$ cat config.mk
export PLATFORM = sky130hd
export DESIGN_NAME = hsd_ctrl
export DESIGN_NICKNAME = d
export VERILOG_FILES = /design/src/sv/hsd_pkg.sv /design/src/sv/hsd_ctrl.sv
export SDC_FILE = /design/constraint.sdc
export NUM_CORES = 1
export LEC_CHECK = 0
export ABC_AREA = 1
export BUFFER_PORTS_ARGS = -buffer_cell sky130_fd_sc_hd__buf_2
export CORE_AREA = 2 2 39 41
export CTS_CLUSTER_DIAMETER = 200
export CTS_CLUSTER_SIZE = 14
export DETAILED_ROUTE_END_ITERATION = 8
export DIE_AREA = 0 0 41 43
export PLACE_DENSITY_LB_ADDON = 0.1
export SLEW_MARGIN = 20
export SYNTH_ARGS = -nofsm -noshare
export SYNTH_HDL_FRONTEND = slang
export SYNTH_SLANG_ARGS = --single-unit
$ cat constraint.sdc
create_clock -name i_clk -period 1.6 [get_ports i_clk]
set_input_delay 0.08 -clock i_clk [delete_from_list [all_inputs] [get_ports i_clk]]
set_output_delay 0.08 -clock i_clk [all_outputs]
set_load 0.05 [all_outputs]
$ cat src/sv/hsd_pkg.sv
`timescale 1ns / 1ps
// ----------------------------------------------------------------------------
// hsd_pkg: shared types and constants for the distinct-value finder
// Element payload types, register map, key helpers.
// ----------------------------------------------------------------------------
package hsd_pkg;

    localparam int unsigned DefTableSlots = 1024;
    localparam int unsigned CountW        = 11;

    // Element kinds
    localparam logic [1:0] KIND_INT = 2'd0;
    localparam logic [1:0] KIND_C64 = 2'd1;
    localparam logic [1:0] KIND_C128 = 2'd2;

    // Register indexes
    localparam logic [0:0] REG_KIND = 1'b0;
    localparam logic [0:0] REG_NAN  = 1'b1;

    localparam logic [63:0] HASH_MUL = 64'hff51afd7ed558ccd;

    typedef struct packed {
        logic [63:0] value_low;
        logic [63:0] value_high;
        logic        is_last;
    } t_in_item;

    typedef struct packed {
        logic              first_seen;
        logic [63:0]       unique_low;
        logic [63:0]       unique_high;
        logic [CountW-1:0] distinct_count;
        logic              table_full;
        logic              end_of_array;
    } t_out_item;

    // Commands from controller to datapath
    typedef struct packed {
        logic load;      // capture input item, form key
        logic hash_mul;  // register hash product
        logic start;     // set probe position, issue first read
        logic step;      // advance probe position, issue read
        logic insert;    // write key into current slot
        logic finish;    // build result
        logic clr_step;  // clear next valid bit
    } t_cmd;

    // Status from datapath to controller
    typedef struct packed {
        logic slot_empty;  // probed slot not valid
        logic slot_match;  // probed slot matches
        logic probes_done; // all slots visited
        logic clr_done;    // clearing at last entry
        logic last;        // item marks end of array
    } t_sts;

    function automatic logic f32_nan(input logic [31:0] x);
        return x[30:0] > 31'h7F800000;
    endfunction

    function automatic logic f64_nan(input logic [63:0] x);
        return x[62:0] > 63'h7FF0000000000000;
    endfunction

    function automatic logic key_nan(input logic [1:0] k, input logic [127:0] key);
        logic r;
        r = 1'b0;
        case (k)
            KIND_C64:  r = f32_nan(key[31:0]) || f32_nan(key[63:32]);
            KIND_C128: r = f64_nan(key[63:0]) || f64_nan(key[127:64]);
            default:   r = 1'b0;
        endcase
        return r;
    endfunction

endpackage

$ cat src/sv/hsd_ctrl.sv
`timescale 1ns / 1ps
// ----------------------------------------------------------------------------
// hsd_ctrl: sequencer for one item
// Load, hash, probe until empty/match/lap, insert, hand off, clear at end.
// ----------------------------------------------------------------------------
module hsd_ctrl (
    input  logic          i_clk,
    input  logic          i_rst_n,
    input  logic          i_in_valid,
    output logic          o_in_stall,
    output logic          o_out_valid,
    input  logic          i_out_stall,
    input  hsd_pkg::t_sts i_sts,
    output hsd_pkg::t_cmd o_cmd
);
    import hsd_pkg::*;

    typedef enum logic [6:0] {
        S_IDLE  = 7'b0000001,
        S_MUL   = 7'b0000010,
        S_START = 7'b0000100,
        S_WAIT  = 7'b0001000,
        S_PROBE = 7'b0010000,
        S_OUT   = 7'b0100000,
        S_CLR   = 7'b1000000
    } t_state;

    t_state r_state, n_state;
    logic   r_out_valid, n_out_valid;
    logic   w_accept;
    logic   w_out_free;

    assign w_out_free = !r_out_valid || !i_out_stall;
    assign o_in_stall = (r_state != S_IDLE);
    assign w_accept   = i_in_valid && (r_state == S_IDLE);

    always_comb begin
        n_state     = r_state;
        n_out_valid = r_out_valid;
        o_cmd       = '0;
        if (r_out_valid && !i_out_stall) begin
            n_out_valid = 1'b0;
        end
        case (r_state)
            S_IDLE: begin
                if (w_accept) begin
                    o_cmd.load = 1'b1;
                    n_state    = S_MUL;
                end
            end
            S_MUL: begin
                o_cmd.hash_mul = 1'b1;
                n_state        = S_START;
            end
            S_START: begin
                o_cmd.start = 1'b1;
                n_state     = S_WAIT;
            end
            S_WAIT: begin
                n_state = S_PROBE;
            end
            S_PROBE: begin
                if (i_sts.slot_empty || i_sts.slot_match || i_sts.probes_done) begin
                    if (w_out_free) begin
                        o_cmd.finish = 1'b1;
                        o_cmd.insert = i_sts.slot_empty;
                        n_out_valid  = 1'b1;
                        n_state      = i_sts.last ? S_CLR : S_IDLE;
                    end
                end else begin
                    o_cmd.step = 1'b1;
                    n_state    = S_WAIT;
                end
            end
            S_CLR: begin
                o_cmd.clr_step = 1'b1;
                if (i_sts.clr_done) begin
                    n_state = S_IDLE;
                end
            end
            default: n_state = S_IDLE;
        endcase
    end

    // Reset starts with a clearing pass over the table
    always_ff @(posedge i_clk) begin
        if (!i_rst_n) begin
            r_state     <= S_CLR;
            r_out_valid <= 1'b0;
        end else begin
            r_state     <= n_state;
            r_out_valid <= n_out_valid;
        end
    end

    assign o_out_valid = r_out_valid;
endmodule

==> key figures <==
Run status
  • Status: completed

Worst setup path
  • Startpoint types: flip-flop
  • Worst setup startpoint: r_state[0]$_SDFFE_PN0P_
  • Critical Path RT: 1.52 ns
  • Largest stage delay, worst path: 0.34 ns
  • FF-to-FF Start: r_state[4]$_SDFFE_PN0P_
  • Kind of critical path: flip-flop to primary output
  • Reg2reg path depth: 6
  • Register-to-register path setup slack: 0.45 ns
  • Crit Path Max Fanout: 4
  • Crit path arrival time: 1.40 ns
  • Slowest CP cell: dfxtp_1
  • CP endpoint kind: primary output
  • Crit-path cells: nor2_4, nand2_4, nor2_8, inv_2, nor3_2, buf_2
  • R2r endpoint: r_state[0]$_SDFFE_PN0P_

Route
  • ANT nets after route: 0
  • Routed wire per std cell: 9.32 um
  • DR vias: 443
  • WL final: 932 um
  • Iteration-0 DRC Markers: 14
  • Number of remaining DRC errors: 0
  • Drt first pass iters: 4
  • Avg Vias per Cell: 4.43

Clocking
  • TritonCTS clock tree: built
  • Post-CTS sizing: 0
  • Clock Latency Late Sink: 0.25 ns
  • Clock-pin slew on the worst setup and hold paths: 0.06 ns
  • CTS max path bufs: 2
  • Setup bufs post-CTS: 0
  • CTS H-Tree Depth: 1
  • Num CTS Buffers: 3
  • Clock root cell: clkbuf_4
  • CTS Sinks: 7
  • CTS Hold Bufs: 0

Floorplan
  • Core area: 1380 sq um
  • I/O pin count: 18
  • FP Rows: 14
  • Die area: 1760 sq um
  • Die Height: 43 um
  • Width of the die: 41 um
  • Initial core utilization: 31.9%

Yosys
  • Most frequent cells after synthesis: 10 x inv_1, 10 x nor2_1, 8 x nand2_1
  • Main synth FF type: dfxtp_1
  • Library cells used by synthesis: 14
  • Post-Syn Area: 442 sq um
  • Largest family of logic cells by synthesized area: simple AND/OR/NAND/NOR gates
  • Area leader, netlist: dfxtp_1
  • Yosys warns: 0
  • Compound-cell area share of the yosys netlist: 4.53%
  • Top cells by area, synth: dfxtp_1 32%, nor2_4 10%, inv_1 8.5%
  • Synthesized area per cell: 7.01 sq um
  • Multiplexer area fraction after synthesis: 0%
  • Synthesized instance count: 63
  • Seq cells post-synth: 7
  • Syn_nets: 72
  • Xor/xnor cell area share of the yosys netlist: 0%
  • Adder-cell share of the synthesized area: 0%
  • EDFF count, synth: 0
  • Area share of the largest cell type after synthesis: 31.7%
  • Sequential fraction of the synthesis area: 31.7%
  • FFs w/ async S/R, synth: 0%
  • Simple-Gate Fraction of Synth Area: 54.4%

Global routing
  • Total congestion overflow: 0
  • Initial antenna violation count: 0
  • Vias in the first global route: 376
  • First-pass GRT wire length: 1.55 mm
  • Pin count of the biggest net entering global routing: 6
  • Gr usage total: 13.4%

Timing
  • Setup_tns: 0 ns
  • Max Freq: 675 MHz
  • Final Skew: 0.00565 ns
  • Tmin final: 1.48 ns
  • Final Cycle Share: 92.6%
  • Final setup fails: 0
  • Max Slew Vio Count: 0
  • Slew @ Worst Pin: 0.252 ns
  • RSZ-0062 raised after global routing: no
  • Worst relative slew slack: 83.3%
  • Final hold viol count: 0

Placed design
  • Port Buf Inserts: 17
  • GP Congestion: 0.716
  • HPWL after DPL: 785 um

Flow run
  • Max Cap Viol: 0

Layout
  • Final Core Density: 42.3%
  • Area Overhead vs Synth: 32.6%
  • NumNets Final: 94
  • Antenna diodes: 0
  • Share of cells above drive strength 1: 40.5%

Power
  • PwrDens: 774 nW/um^2
  • Max VDD drop: 0.294 mV
  • Leak: 0.000327 uW

Worst hold path
  • Hold Startpoint: i_rst_n
  • Cell depth of the worst hold path: 2
  • HP Class: input pin to flip-flop
  • Hold endpoint: r_state[6]$_SDFFE_PN1P_
metrics by stage:
stage / setup WS (ns) / hold slack (ns) / cell area, sq um / power, uW / std cells
floorplan: -0.0863 / 0.164 / 454 / 269 / 63
CTS: 0.0980 / 0.0328 / 586 / 460 / 100
finish: 0.118 / 0.0374 / 586 / 453 / 100
global route: 0.00626 / 0.0300 / 586 / 485 / 100
global placement: 0.370 / 0.293 / 559 / 296 / 96
detailed placement: 0.371 / 0.296 / 559 / 295 / 96
layout by cell type (no fill, tap or decap), drive strengths merged:
cell type	count
a21oi	4
buf	17
clkbuf	4
dfxtp	7
inv	11
nand2	11
nand3	5
nand4	5
nor2	17
nor3	3
worst max-delay path by stage:
| stage | endpoint | slack [ns] | cells after the start |
|---|---|---|---|
| after floorplan | o_cmd[6] | -0.09 | 3 |
| after global placement | o_cmd[2] | 0.37 | 6 |
| after detailed placement | o_cmd[2] | 0.37 | 6 |
| after CTS | o_cmd[2] | 0.1 | 6 |
| after global routing | o_cmd[2] | 0.006 | 6 |
| final | o_cmd[2] | 0.12 | 6 |
cell families (layout without fill, tap and decap cells):
group	Yosys count	in the layout
flip-flops	7	7
AND/OR/NAND/NOR	41	41
buffers and inverters	11	32
AO/OA/AOI/OAI	4	4
registers in the layout, summed over array words and instances, names as in the netlist:
signal and cells:
o_out_valid 1, r_state 6
routing by layer:
layer	vias up	track usage, %	share of wire [%]
li1	244	-	-
met2	9	17.8	48
met4	0	8.00	0
met3	0	4.71	4.4
met5	-	0	0
met1	190	17.7	48
critical path: cells and delay by family (launching register included):
family / cells / cell delay [ns]
AND/OR/NAND/NOR: 4 / 0.47
flip-flops: 1 / 0.34
buffers and inverters: 2 / 0.34
area by class of cell:
type	instances	area, sq um
Fill cell	149	798
Multi-Input combinational cell	45	273
Sequential cell	7	140
Timing Repair Buffer	17	85.1
Inverter	11	41.3
Clock buffer	4	26.3
Tap cell	16	20.0
power breakdown:
| part | switching (uW) | internal (uW) | leakage (uW) | total, uW |
|---|---|---|---|---|
| combinational | 72.5 | 31.6 | 0.000255 | 104 |
| clock | 66.8 | 95.3 | 0.0000150 | 162 |
| sequential | 6.21 | 181 | 0.0000571 | 187 |
No activity file was read; power rests on OpenSTA's default activity.
